==> config.mk <==
export PLATFORM = sky130hd
export DESIGN_NAME = rmaa_sqrtdiv
export DESIGN_NICKNAME = d
export VERILOG_FILES = /design/src/hw/rtl/rmaa_pkg.sv /design/src/hw/rtl/rmaa_sqrtdiv.sv
export SDC_FILE = /design/constraint.sdc
export NUM_CORES = 1
export LEC_CHECK = 0
export ABC_AREA = 0
export BUFFER_PORTS_ARGS = -buffer_cell sky130_fd_sc_hd__clkbuf_2
export CORE_MARGIN = 2
export CORE_UTILIZATION = 50
export CTS_CLUSTER_DIAMETER = 100
export DETAILED_ROUTE_END_ITERATION = 8
export GPL_TIMING_DRIVEN = 0
export PLACE_DENSITY = 0.76
export SETUP_SLACK_MARGIN = 0.15
export SYNTH_ARGS = -nofsm -noshare
export SYNTH_HDL_FRONTEND = slang
export SYNTH_SLANG_ARGS = --single-unit
export TNS_END_PERCENT = 30
==> constraint.sdc <==
create_clock -name clock -period 20.7 [get_ports clock]
set_clock_uncertainty 0.2 [all_clocks]
set_input_delay 2.07 -clock clock [delete_from_list [all_inputs] [get_ports clock]]
set_output_delay 2.07 -clock clock [all_outputs]
set_load 0.005 [all_outputs]
==> src/hw/rtl/rmaa_pkg.sv <==
`timescale 1ns / 1ps
package rmaa_pkg;
   localparam int FRACTION_BITS_DEF = 14;
   localparam int CORDIC_ITERATIONS_DEF = 16;
   localparam int ATAN_ENTRIES = 24;
   localparam logic [33:0] PI_Q30 = 34'd3373259426;
   localparam logic [33:0] HALF_PI_Q30 = 34'd1686629713;

   localparam logic [1:0] KIND_GENERAL = 2'd0;
   localparam logic [1:0] KIND_ZERO = 2'd1;
   localparam logic [1:0] KIND_NEAR_PI = 2'd2;

   localparam logic CSR_ZERO_THRESHOLD = 1'b0;
   localparam logic CSR_NEAR_PI_THRESHOLD = 1'b1;

   function automatic logic [29:0] atan_q30(input logic [4:0] i);
      case (i)
         5'd0: atan_q30 = 30'd843314857;
         5'd1: atan_q30 = 30'd497837830;
         5'd2: atan_q30 = 30'd263043837;
         5'd3: atan_q30 = 30'd133525159;
         5'd4: atan_q30 = 30'd67021687;
         5'd5: atan_q30 = 30'd33543516;
         5'd6: atan_q30 = 30'd16775851;
         5'd7: atan_q30 = 30'd8388437;
         5'd8: atan_q30 = 30'd4194283;
         5'd9: atan_q30 = 30'd2097149;
         5'd10: atan_q30 = 30'd1048576;
         5'd11: atan_q30 = 30'd524288;
         5'd12: atan_q30 = 30'd262144;
         5'd13: atan_q30 = 30'd131072;
         5'd14: atan_q30 = 30'd65536;
         5'd15: atan_q30 = 30'd32768;
         5'd16: atan_q30 = 30'd16384;
         5'd17: atan_q30 = 30'd8192;
         5'd18: atan_q30 = 30'd4096;
         5'd19: atan_q30 = 30'd2048;
         5'd20: atan_q30 = 30'd1024;
         5'd21: atan_q30 = 30'd512;
         5'd22: atan_q30 = 30'd256;
         5'd23: atan_q30 = 30'd128;
         default: atan_q30 = 30'd0;
      endcase
   endfunction

   typedef struct packed {
      logic start;
      logic [1:0] op;
   } unit_cmd_type;

   localparam logic [1:0] OP_SQRT = 2'd0;
   localparam logic [1:0] OP_DIV = 2'd1;
endpackage

==> src/hw/rtl/rmaa_sqrtdiv.sv <==
`timescale 1ns / 1ps
// shared restoring square root (one result bit per cycle) and divider
module rmaa_sqrtdiv (
   input  logic                  clock,
   input  logic                  reset,
   input  rmaa_pkg::unit_cmd_type cmd,
   input  logic [63:0]           a,
   input  logic [31:0]           b,
   output logic                  done,
   output logic [63:0]           result
);
   logic [63:0] rem_ff, rem_in, res_ff, res_in, bit_ff, bit_in;
   logic [63:0] num_ff, num_in;
   logic [6:0] cnt_ff, cnt_in;
   logic op_ff, op_in, run_ff, run_in, done_ff, done_in;
   logic [64:0] trial;

   assign done = done_ff;
   assign result = res_ff;

   always_comb begin
      rem_in = rem_ff; res_in = res_ff; bit_in = bit_ff; num_in = num_ff;
      cnt_in = cnt_ff; op_in = op_ff; run_in = run_ff; done_in = 1'b0;
      trial = '0;
      if (cmd.start) begin
         run_in = 1'b1;
         op_in = (cmd.op == rmaa_pkg::OP_DIV);
         res_in = '0;
         if (cmd.op == rmaa_pkg::OP_DIV) begin
            rem_in = '0; num_in = a; cnt_in = 7'd64;
         end else begin
            rem_in = a; bit_in = 64'd1 << 62; cnt_in = 7'd32;
         end
      end else if (run_ff) begin
         if (op_ff) begin
            trial = {rem_ff, num_ff[63]} - {33'd0, b};
            num_in = {num_ff[62:0], 1'b0};
            if (!trial[64]) begin
               rem_in = trial[63:0]; res_in = {res_ff[62:0], 1'b1};
            end else begin
               rem_in = {rem_ff[62:0], num_ff[63]}; res_in = {res_ff[62:0], 1'b0};
            end
         end else begin
            trial = {1'b0, rem_ff} - {1'b0, res_ff + bit_ff};
            if (!trial[64]) begin
               rem_in = trial[63:0]; res_in = (res_ff >> 1) + bit_ff;
            end else begin
               res_in = res_ff >> 1;
            end
            bit_in = bit_ff >> 2;
         end
         cnt_in = cnt_ff - 7'd1;
         if (cnt_ff == 7'd1) begin
            run_in = 1'b0; done_in = 1'b1;
         end
      end
   end

   always_ff @(posedge clock) begin
      if (reset) begin
         run_ff <= 1'b0; done_ff <= 1'b0; cnt_ff <= '0; op_ff <= 1'b0;
      end else begin
         run_ff <= run_in; done_ff <= done_in; cnt_ff <= cnt_in; op_ff <= op_in;
      end
      rem_ff <= rem_in; res_ff <= res_in; bit_ff <= bit_in; num_ff <= num_in;
   end
endmodule

Yosys cells after proc, flatten, opt, wreduce, memory -nomap -nowiden
Cells that the tools add are included.
Operators by class
  $add $sub $neg: 5
  equality and inequality tests: 6
  mux-type cells: 24
  bitwise gates (word level): 1
  reductions and logical operators: 6
Operator list (number)
  64-bit two-way mux: 16
  64-bit by 64-bit subtractor with 65-bit output: 1
  65-bit by 32-bit subtractor with 65-bit output: 1
  63-bit by 64-bit adder with 64-bit output: 1
  64-bit adder: 1
  7-bit two-way mux: 3
  7-bit by 1-bit equality test with 1-bit output (second input constant): 1
  7-bit by 1-bit subtractor with 7-bit output (second input constant): 1
  3-bit AND reduction: 2
  1-bit two-way mux: 5
  2-bit != test (second input constant): 2
  2-bit nonzero test: 2
  3-bit != test (second input constant): 1
  3-bit OR reduction: 1
  2-bit by 1-bit equality test with 1-bit output (second input constant): 1
  2-bit by 1-bit != test with 1-bit output (second input constant): 1
  2-bit AND reduction: 1
  1-bit NOT: 1
Storage, ports and cells
  bits in registers: 266
  output and inout port bits: 65
  word-level logic and storage cells: 50

Longest topological paths before layout
Gate-level depths: netlist of run 1.
  depth in word-level cells: 6
  depth in mapped cells: 26
  mapped depth without buffers: 25

Worst setup path after synthesis of run 1
No wires, ideal clock.
  path type: reg2reg
  start point: register bit_ff[18]
  end point: register rem_ff[0], enable pin
  library setup time: 0.507 ns
  data arrival time: 8.316 ns
  data required time: 19.993 ns
  setup slack: 11.677 ns
  stages on the path, launching flop included: 24
  clock period less this slack: 9.023 ns
  cell sequence: edfxtp_1 -> ha_1 -> clkbuf_1 -> a211oi_1 -> or4_1 -> a21o_1 -> o21ai_1 -> a21o_1 -> a31oi_1 -> o21bai_1 -> a31oi_1 -> xor2_1 -> ha_1 -> clkbuf_1 -> nand2_1 -> nor4_1 -> nand2_1 -> or3_1 -> o211a_2 -> o31a_1 -> buf_2 -> buf_2 -> buf_2 -> a21oi_1
Between the ends
  longest elaborated chain between the ends: 4
RTL lines
  start, declared: line rmaa_sqrtdiv.sv:12  | logic [63:0] rem_ff, rem_in, res_ff, res_in, bit_ff, bit_in;
  start signal, assigned: line rmaa_sqrtdiv.sv:65  | rem_ff <= rem_in; res_ff <= res_in; bit_ff <= bit_in; num_ff <= num_in;
  64-bit adder: line rmaa_sqrtdiv.sv:44  | trial = {1'b0, rem_ff} - {1'b0, res_ff + bit_ff};
  64-bit by 64-bit subtractor with 65-bit output: line rmaa_sqrtdiv.sv:44
  3-bit != test (no source line)
  2-bit AND reduction (no source line)
  end signal, assigned: line rmaa_sqrtdiv.sv:65
  end, declared: line rmaa_sqrtdiv.sv:12
Every way passes these cells.
A chain may end at the register's enable or synchronous reset.

Final worst setup path of run 1
  start point: register bit_ff[18]
  end point: register rem_ff[3], enable pin
Same word-level chain as after synthesis.

==> results of run 1 <==
==> worst min-delay path by stage <==
stage | depth (start not counted) | start | slack (ns) | end
2_1_floorplan | 2 | cnt_ff[1]$_SDFFE_PP0P_ | 0.27 | cnt_ff[1]$_SDFFE_PP0P_
6_report | 2 | cnt_ff[1]$_SDFFE_PP0P_ | 0.31 | cnt_ff[1]$_SDFFE_PP0P_
3_3_place_gp | 2 | cnt_ff[1]$_SDFFE_PP0P_ | 0.28 | cnt_ff[1]$_SDFFE_PP0P_
3_5_place_dp | 2 | cnt_ff[1]$_SDFFE_PP0P_ | 0.31 | cnt_ff[1]$_SDFFE_PP0P_
4_1_cts | 2 | cnt_ff[1]$_SDFFE_PP0P_ | 0.31 | cnt_ff[1]$_SDFFE_PP0P_
5_1_grt | 2 | cnt_ff[1]$_SDFFE_PP0P_ | 0.36 | cnt_ff[1]$_SDFFE_PP0P_
==> power by group through the flow <==
stage	clock, mW	combinational (mW)	sequential [mW]
2_1_floorplan	0	1.50	0.727
3_3_place_gp	0	1.99	0.813
3_5_place_dp	0	2.04	0.808
4_1_cts	0.534	2.05	0.799
5_1_grt	0.551	2.30	0.817
6_report	0.535	2.12	0.816
==> through the flow <==
stage                     std cells  setup WS [ns]  hold slack, ns
after floorplan                2613          11.68           0.269
after global placement         3363           8.71           0.280
after detailed placement       3368          12.88           0.306
after CTS                      3424          12.86           0.314
after global routing           3424          12.37           0.356
final                          3425          12.62           0.309
==> routing by layer <==
| metal | track usage, % | wire length, um | part of all wire [%] |
|---|---|---|---|
| met2 | 52.7 | 33500 | 42 |
| met5 | 0 | 0 | 0 |
| met1 | 49.6 | 33400 | 42 |
| met4 | 12.1 | 3030 | 3.8 |
| met3 | 4.92 | 9030 | 11 |
==> layout make-up <==
type	instances	area, um2
Multi-Input combinational cell	2121	14400
Antenna cell	1	2.50
Tap cell	585	732
Timing Repair Buffer	170	948
Clock buffer	36	826
Buffer	158	642
Fill cell	4005	18600
Sequential cell	234	6290
Inverter	100	375
Clock inverter	20	169
==> cells by family (layout without fill, tap and decap cells) <==
logic type | Yosys count | after routing | share of synthesized area [%]
AO/OA/AOI/OAI | 866 | 866 | 26.1
XOR/XNOR | 239 | 239 | 9.66
adder cells (fa/ha/maj) | 166 | 166 | 9.65
buffers and inverters | 258 | 484 | 4.69
flip-flops | 234 | 234 | 29.0
multiplexers | 65 | 65 | 3.26
other | 0 | 1 | 0
AND/OR/NAND/NOR | 785 | 785 | 17.7
==> cells in the final DEF (no fill, tap or decap), types with 25 or more instances in the layout <==
| master | netlist | routed |
|---|---|---|
| sky130_fd_sc_hd__xor2_1 | 117 | 117 |
| sky130_fd_sc_hd__nor3_1 | 45 | 45 |
| sky130_fd_sc_hd__nand4_1 | 39 | 39 |
| sky130_fd_sc_hd__nand2_1 | 246 | 246 |
| sky130_fd_sc_hd__edfxtp_1 | 160 | 160 |
| sky130_fd_sc_hd__a22oi_1 | 60 | 60 |
| sky130_fd_sc_hd__a31oi_1 | 69 | 69 |
| sky130_fd_sc_hd__nor2b_1 | 54 | 53 |
| sky130_fd_sc_hd__a211oi_1 | 38 | 38 |
| sky130_fd_sc_hd__xnor2_1 | 122 | 122 |
| sky130_fd_sc_hd__inv_1 | 100 | 100 |
| sky130_fd_sc_hd__or3_1 | 25 | 25 |
| sky130_fd_sc_hd__a21o_1 | 73 | 73 |
| sky130_fd_sc_hd__mux2_2 | 40 | 40 |
| sky130_fd_sc_hd__o21ai_0 | 206 | 206 |
| sky130_fd_sc_hd__dfxtp_1 | 74 | 74 |
| sky130_fd_sc_hd__o21ai_1 | 25 | 25 |
| sky130_fd_sc_hd__nand3_1 | 48 | 48 |
| sky130_fd_sc_hd__nor2_1 | 195 | 194 |
| sky130_fd_sc_hd__ha_1 | 164 | 164 |
| sky130_fd_sc_hd__clkbuf_16 | 0 | 32 |
| sky130_fd_sc_hd__clkbuf_2 | 0 | 165 |
| sky130_fd_sc_hd__clkbuf_1 | 125 | 128 |
| sky130_fd_sc_hd__a21oi_1 | 175 | 174 |
==> worst register-to-register path, delay by kind of cell (launching register included) <==
family,cells,cell delay [ns]
fa+ha+maj,2,0.60
xor+xnor,1,0.20
flops,1,0.44
simple gates,5,1.70
compound gates,10,2.92
buf+inv,7,1.72
==> sequential cells by signal, summed over array words and instances, names as in the netlist <==
register  cells
op_ff         1
rem_ff       64
num_ff       64
bit_ff       32
run_ff        1
result       64
done          1
cnt_ff        7
==> results.md, run 1 <==
- Type of destination of the critical path: flip-flop
- Class of the most critical setup path: flip-flop to flip-flop
- Final TNS setup: 0 ns
- Largest delay contributor family on the critical path: compound AO/OA/AOI/OAI gates
- Leakage: 9.44 nW
- Clock network power share: 15.4%
- Starting density of the core: 50.4%
- Setup slack of the most critical reg-to-reg path: 12.62 ns
- Net count after synthesis: between 2,000 and 3,000
- Vias after detailed routing: 22,000
- Maximum level of the CTS H-tree: 1
- Core occupancy in the finished layout: 56.7%
- Worst-margin pin slew: 1.34 ns
- Clock input transition at the sequential cells of the worst setup and hold paths: 0.06 ns
- Relative slew slack: 10.6%
- Worst Reg2Reg Path Length in Cells: 25
- CP Data Arrival Time: around 8.2 ns
- Hold-fix buffer count after cts: 0
- Final Setup Violations: 0
- Yosys warnings: 0
- Placed instance area: 23,400 um2
- IO Port Bufs: 165
- Power density normalized to cell area: 142 nW/um2
- Vias per inst: about 6.4
- Worst endpoint required time: 20.78 ns
- Number of buffers inserted by post-CTS setup repair: 0
- Cell seen most often among critical-path stages: sky130_fd_sc_hd__buf_2
- Sum of buffers and inverters on the critical path: 7
- Highest-delay cell along the critical path: sky130_fd_sc_hd__a21oi_4
- Dpl hpwl: 62,100 um
- Synthesis-to-finish area growth: 12.5%
- Capture instance of the worst register-to-register path: rem_ff[3]$_DFFE_PP_
- Comb pwr share: 61.1%
- Setup repair after global routing missed its margin: no
- Clock tree from TritonCTS: done
- Number of nets with antenna violations after routing: 0
- Class of the worst hold path: flip-flop to flip-flop
- Share of cells above drive strength 1: 12.0%
- Maximum number of pins on one net before global-route repair: 37
- Cell variety after synth: between 90 and 100
- Source of the critical timing path: bit_ff[18]$_SDFFCE_PP0P_
- Routed WL per cell: 23.1 um
- Library cell used as clock root buffer: sky130_fd_sc_hd__clkbuf_16
- Die Span Y: 212 um
- X dimension of the die: 212 um
- Number of synthesized register bits: 234
- Number of global-route vias before repair: between 20,000 and 25,000
- Crit start category: flip-flop
- Largest stage delay on the critical path: 0.64 ns
- Final global-route overflow total: 0
- Clock latency of the later-clocked register in the worst-skew pair: 0.60 ns
- Final cell area excluding filler cells: ~24,000 um2
- Final Critical Period: 8.08 ns
- Final Slew Violations: 0
- Instance count on the critical path: 25
- Number of DRC violations after detailed-routing iteration 0: 2,514
- Antenna violations before repair: 0
- Post-synth EDFFs: 160
- Sequential share of the synthesized area: 29.0%
- Beginning of the worst register-to-register path: bit_ff[18]$_SDFFCE_PP0P_
- Wire length of the first global-routing pass: about 120,000 um
- Number of gates resized after cts: 0
- Floorplan die area: 45,000 um2
- Critical path capture point: rem_ff[3]$_DFFE_PP_
- Area fraction of the dominant cell type after synthesis: approximately 22%
- Leading area contributor after synthesis: sky130_fd_sc_hd__edfxtp_1
- TritonCTS Buffers: 30
- Library cell with the highest instance count after synthesis: sky130_fd_sc_hd__nand2_1
- Share of the clock period used by the worst path after layout: 39.0%
- Final WL: ~80,000 um
- Post-detailed-route DRC marker count: 0
- Most frequently used flop master after synthesis: sky130_fd_sc_hd__edfxtp_1
- Max-capacitance violation count: 0
- Async set or reset register ratio after synthesis: 0%
- Internal power contribution: ~1.7 mW
- First-pass DRT Iterations: 7
- Switching power: 1.72 mW
- Max FO, Critical Path: 16
- Highest Clock Rate: 124 MHz
- Total global-route track usage: around 34%
- Main area contributors after synthesis: sky130_fd_sc_hd__edfxtp_1, sky130_fd_sc_hd__ha_1, sky130_fd_sc_hd__dfxtp_1
- Syn avg cell area: 8.30 um2
- Worst vdd ir: 0.0771 mV
- Total number of nets in the final design: 3,082
- Post-Synthesis Cells: 2,613
- Max clock buf depth: 3
- Total power after layout: between 3 and 4 mW
- Area of the core: 43,000 um2
- Sinks on Clock Net: 234
- Reg power frac: 23.5%
- Top cell types by occurrence after synthesis: sky130_fd_sc_hd__nand2_1, sky130_fd_sc_hd__o21ai_0, sky130_fd_sc_hd__nor2_1, sky130_fd_sc_hd__a21oi_1, sky130_fd_sc_hd__ha_1
- Net Sw Frac: about half
- Area of the mapped netlist: 21,700 um2
- Number of rows in the core area: 76
- Final hold violation count: 0
- Global placer's final weighted congestion: 0.988
- I/O pin total: 166
- Result of the run: finished, final reports clean
(Power assumes the default switching activity.)
==> run 2, diff against run 1 <==
- PLACE_DENSITY: 0.76 -> 0.79
- clock period: 20.7 -> 6.8 ns (I/O delays scaled with it)
==> results.md, run 2 (synthesis results as in run 1) <==
- Post-detailed-route DRC marker count: 0 (unchanged)
- Max clock buf depth: 3 (unchanged)
- Crit start category: flip-flop
- Share of the clock period used by the worst path after layout: 95.9% (+57 points)
- First-pass DRT Iterations: 6 (-1)
- Final Critical Period: 6.52 ns (-1.56 ns)
- Leakage: 9.57 nW (+1.4%)
- Power density normalized to cell area: 434 nW/um2 (+210%)
- Final Slew Violations: 0 (unchanged)
- WHS: 0.125 ns (-0.183 ns)
- Synthesis-to-finish area growth: 13.9%
- Type of destination of the critical path: flip-flop
- Area of the core: 43,000 um2 (unchanged)
- Clock latency of the later-clocked register in the worst-skew pair: 0.58 ns (-0.02 ns)
- Class of the most critical setup path: flip-flop to flip-flop
- Final cell count without fillers: 3,431 (+0.18%)
- X dimension of the die: 212 um (unchanged)
- Maximum number of pins on one net before global-route repair: 33 (-11%)
- Final cell area excluding filler cells: 24,700 um2 (+1.2%)
- Antenna violations before repair: 2 (+2)
- Library cell used as clock root buffer: sky130_fd_sc_hd__clkbuf_16
- Final Setup Violations: 0 (unchanged)
- Most used cells in the layout excluding fill and tap cells: sky130_fd_sc_hd__nand2_1, sky130_fd_sc_hd__o21ai_0, sky130_fd_sc_hd__nor2_1
- I/O pin total: 166 (unchanged)
- Final TNS setup: 0 ns (unchanged)
- CP Data Arrival Time: 6.60 ns (-1.56 ns)
- Total global-route track usage: 34.5% (about the same)
- Internal power contribution: 5.46 mW (+210%)
- Clock input transition at the sequential cells of the worst setup and hold paths: 0.06 ns (about the same)
- Hold-fix buffer count after cts: 0 (unchanged)
- Net Sw Frac: 49.1% (-0.52 points)
- Worst-margin pin slew: 1.38 ns (+0.0414 ns)
- Worst vdd ir: 0.215 mV (+180%)
- Number of global-route vias before repair: 20,600 (+0.029%)
- Number of rows in the core area: 76 (unchanged)
- Clock network power share: 15.6% (+0.2 points)
- TritonCTS Buffers: 28 (-6.7%)
- Class of the worst hold path: input pin to flip-flop
- Floorplan die area: 45,000 um2 (unchanged)
- Most common library cell in the layout ignoring fill and taps: sky130_fd_sc_hd__nand2_1
- Final WL: 80,100 um (+1.4%)
- Die Span Y: 212 um (unchanged)
- Dpl hpwl: 62,300 um (+0.35%)
- Sinks on Clock Net: 234 (unchanged)
- Result of the run: finished, final reports clean
- Maximum level of the CTS H-tree: 1 (unchanged)
- Placed instance area: 23,400 um2 (about the same)
- Starting density of the core: 50.4% (unchanged)
- Total placed cells including tap cells: 3,367 (-0.030%)
- Vias after detailed routing: 22,300 (+1.2%)
- Highest Clock Rate: 153 MHz (+24%)
- Clock tree from TritonCTS: done
- Global placer's final weighted congestion: 0.988 (about the same)
- Switching power: 5.26 mW (+210%)
- Number of DRC violations after detailed-routing iteration 0: 2,797 (+11%)
- Vias per inst: 6.49 (+1.0%)
- Total number of nets in the final design: 3,089 (+0.23%)
- Routed WL per cell: 23.4 um (+1.2%)
- Setup repair after global routing missed its margin: yes
- Relative slew slack: 7.84% (-2.8 points)
- IO Port Bufs: 165 (unchanged)
- Max FO, Critical Path: 24 (+8)
- Share of cells above drive strength 1: 13.5% (+1.5 points)
- Comb pwr share: 61.4% (+0.3 points)
- Final global-route overflow total: 0 (unchanged)
- Max-capacitance violation count: 0 (unchanged)
- Reg power frac: 23.1% (-0.4 points)
- Number of nets with antenna violations after routing: 0 (unchanged)
- Worst endpoint required time: 6.88 ns (-13.90 ns)
- Final hold violation count: 0 (unchanged)
- Wire length of the first global-routing pass: 119,000 um (-0.35%)
- Total power after layout: 10.7 mW (+210%)
run 2: cell types whose count changed in the layout (fill, tap and decap cells not counted), sizes merged:
cell / delta
buf: +7
a21oi: +1
clkinv: -7
diode: +1
bufinv: +3
clkbuf: +1
run 2: worst max-delay path, stage by stage (launching register included):
cell	delay, ns
sky130_fd_sc_hd__edfxtp_1	0.44
sky130_fd_sc_hd__ha_1	0.30
sky130_fd_sc_hd__clkbuf_2	0.18
sky130_fd_sc_hd__a211oi_1	0.08
sky130_fd_sc_hd__or4_1	0.50
sky130_fd_sc_hd__a21o_1	0.22
sky130_fd_sc_hd__o21ai_4	0.21
sky130_fd_sc_hd__nand4_1	0.16
sky130_fd_sc_hd__a31o_2	0.34
sky130_fd_sc_hd__o21bai_4	0.13
sky130_fd_sc_hd__a31oi_1	0.11
sky130_fd_sc_hd__xor2_1	0.19
sky130_fd_sc_hd__ha_1	0.30
sky130_fd_sc_hd__clkbuf_2	0.19
sky130_fd_sc_hd__nand2_1	0.12
sky130_fd_sc_hd__nor3_2	0.24
sky130_fd_sc_hd__nand3_1	0.16
sky130_fd_sc_hd__or3_1	0.38
sky130_fd_sc_hd__o211a_4	0.31
sky130_fd_sc_hd__o31a_1	0.30
sky130_fd_sc_hd__buf_2	0.18
sky130_fd_sc_hd__buf_8	0.18
sky130_fd_sc_hd__buf_8	0.17
sky130_fd_sc_hd__a21oi_4	0.22
sky130_fd_sc_hd__clkbuf_16	0.20
sky130_fd_sc_hd__buf_12	0.18
run 2: power by group through the flow:
stage | combinational (mW) | sequential [mW] | clock [mW]
after CTS | 6.29 | 2.43 | 1.66
after global placement | 6.05 | 2.46 | 0
after detailed placement | 6.17 | 2.45 | 0
final | 6.58 | 2.47 | 1.67
after floorplan | 4.59 | 2.20 | 0
after global routing | 7.11 | 2.47 | 1.71
run 2: area by class of cell:
cell class	count	area, um2
multi-input cells	2122	14600
inverters	100	375
plain buffers	158	674
diodes	2	5.00
repair buffers	178	995
fillers	3921	18300
well taps	585	732
clock buffers	36	782
clock inverters	16	220
flip-flops and latches	234	6290
run 2: final timing paths:
path / to / depth (start not counted) / startpoint / slack (ns)
max: rem_ff[53]$_DFFE_PP_ / 25 / bit_ff[18]$_SDFFCE_PP0P_ / 0.28
min: bit_ff[62]$_SDFFCE_PP1P_ / 1 / cmd[2] / 0.13
min reg2reg: cnt_ff[1]$_SDFFE_PP0P_ / 2 / cnt_ff[1]$_SDFFE_PP0P_ / 0.33
max reg2reg: rem_ff[53]$_DFFE_PP_ / 25 / bit_ff[18]$_SDFFCE_PP0P_ / 0.28
run 2: stage by stage:
step | utilization, % | setup WS [ns]
after floorplan | - | 0.195
after global placement | 54.1 | -1.34
after detailed placement | 54.4 | -0.747
after CTS | 57.0 | 0.159
after global routing | 57.4 | 0.0614
final | 57.4 | 0.280
run 2: timing repair:
item,in CTS,in global routing
cloned,1,1
gates resized for setup,23,33
setup buffers,2,6
endpoints found under the setup margin,95,99
pin swaps,2,7
run 2: layer usage:
metal  wire, um  global-route usage [%]  vias up
met5         12                       0        -
met4       3560                    14.1        2
met3       9710                    5.20      224
li1           -                       -    10200
met2      34100                    52.6     1433
met1      32700                    48.8    10400
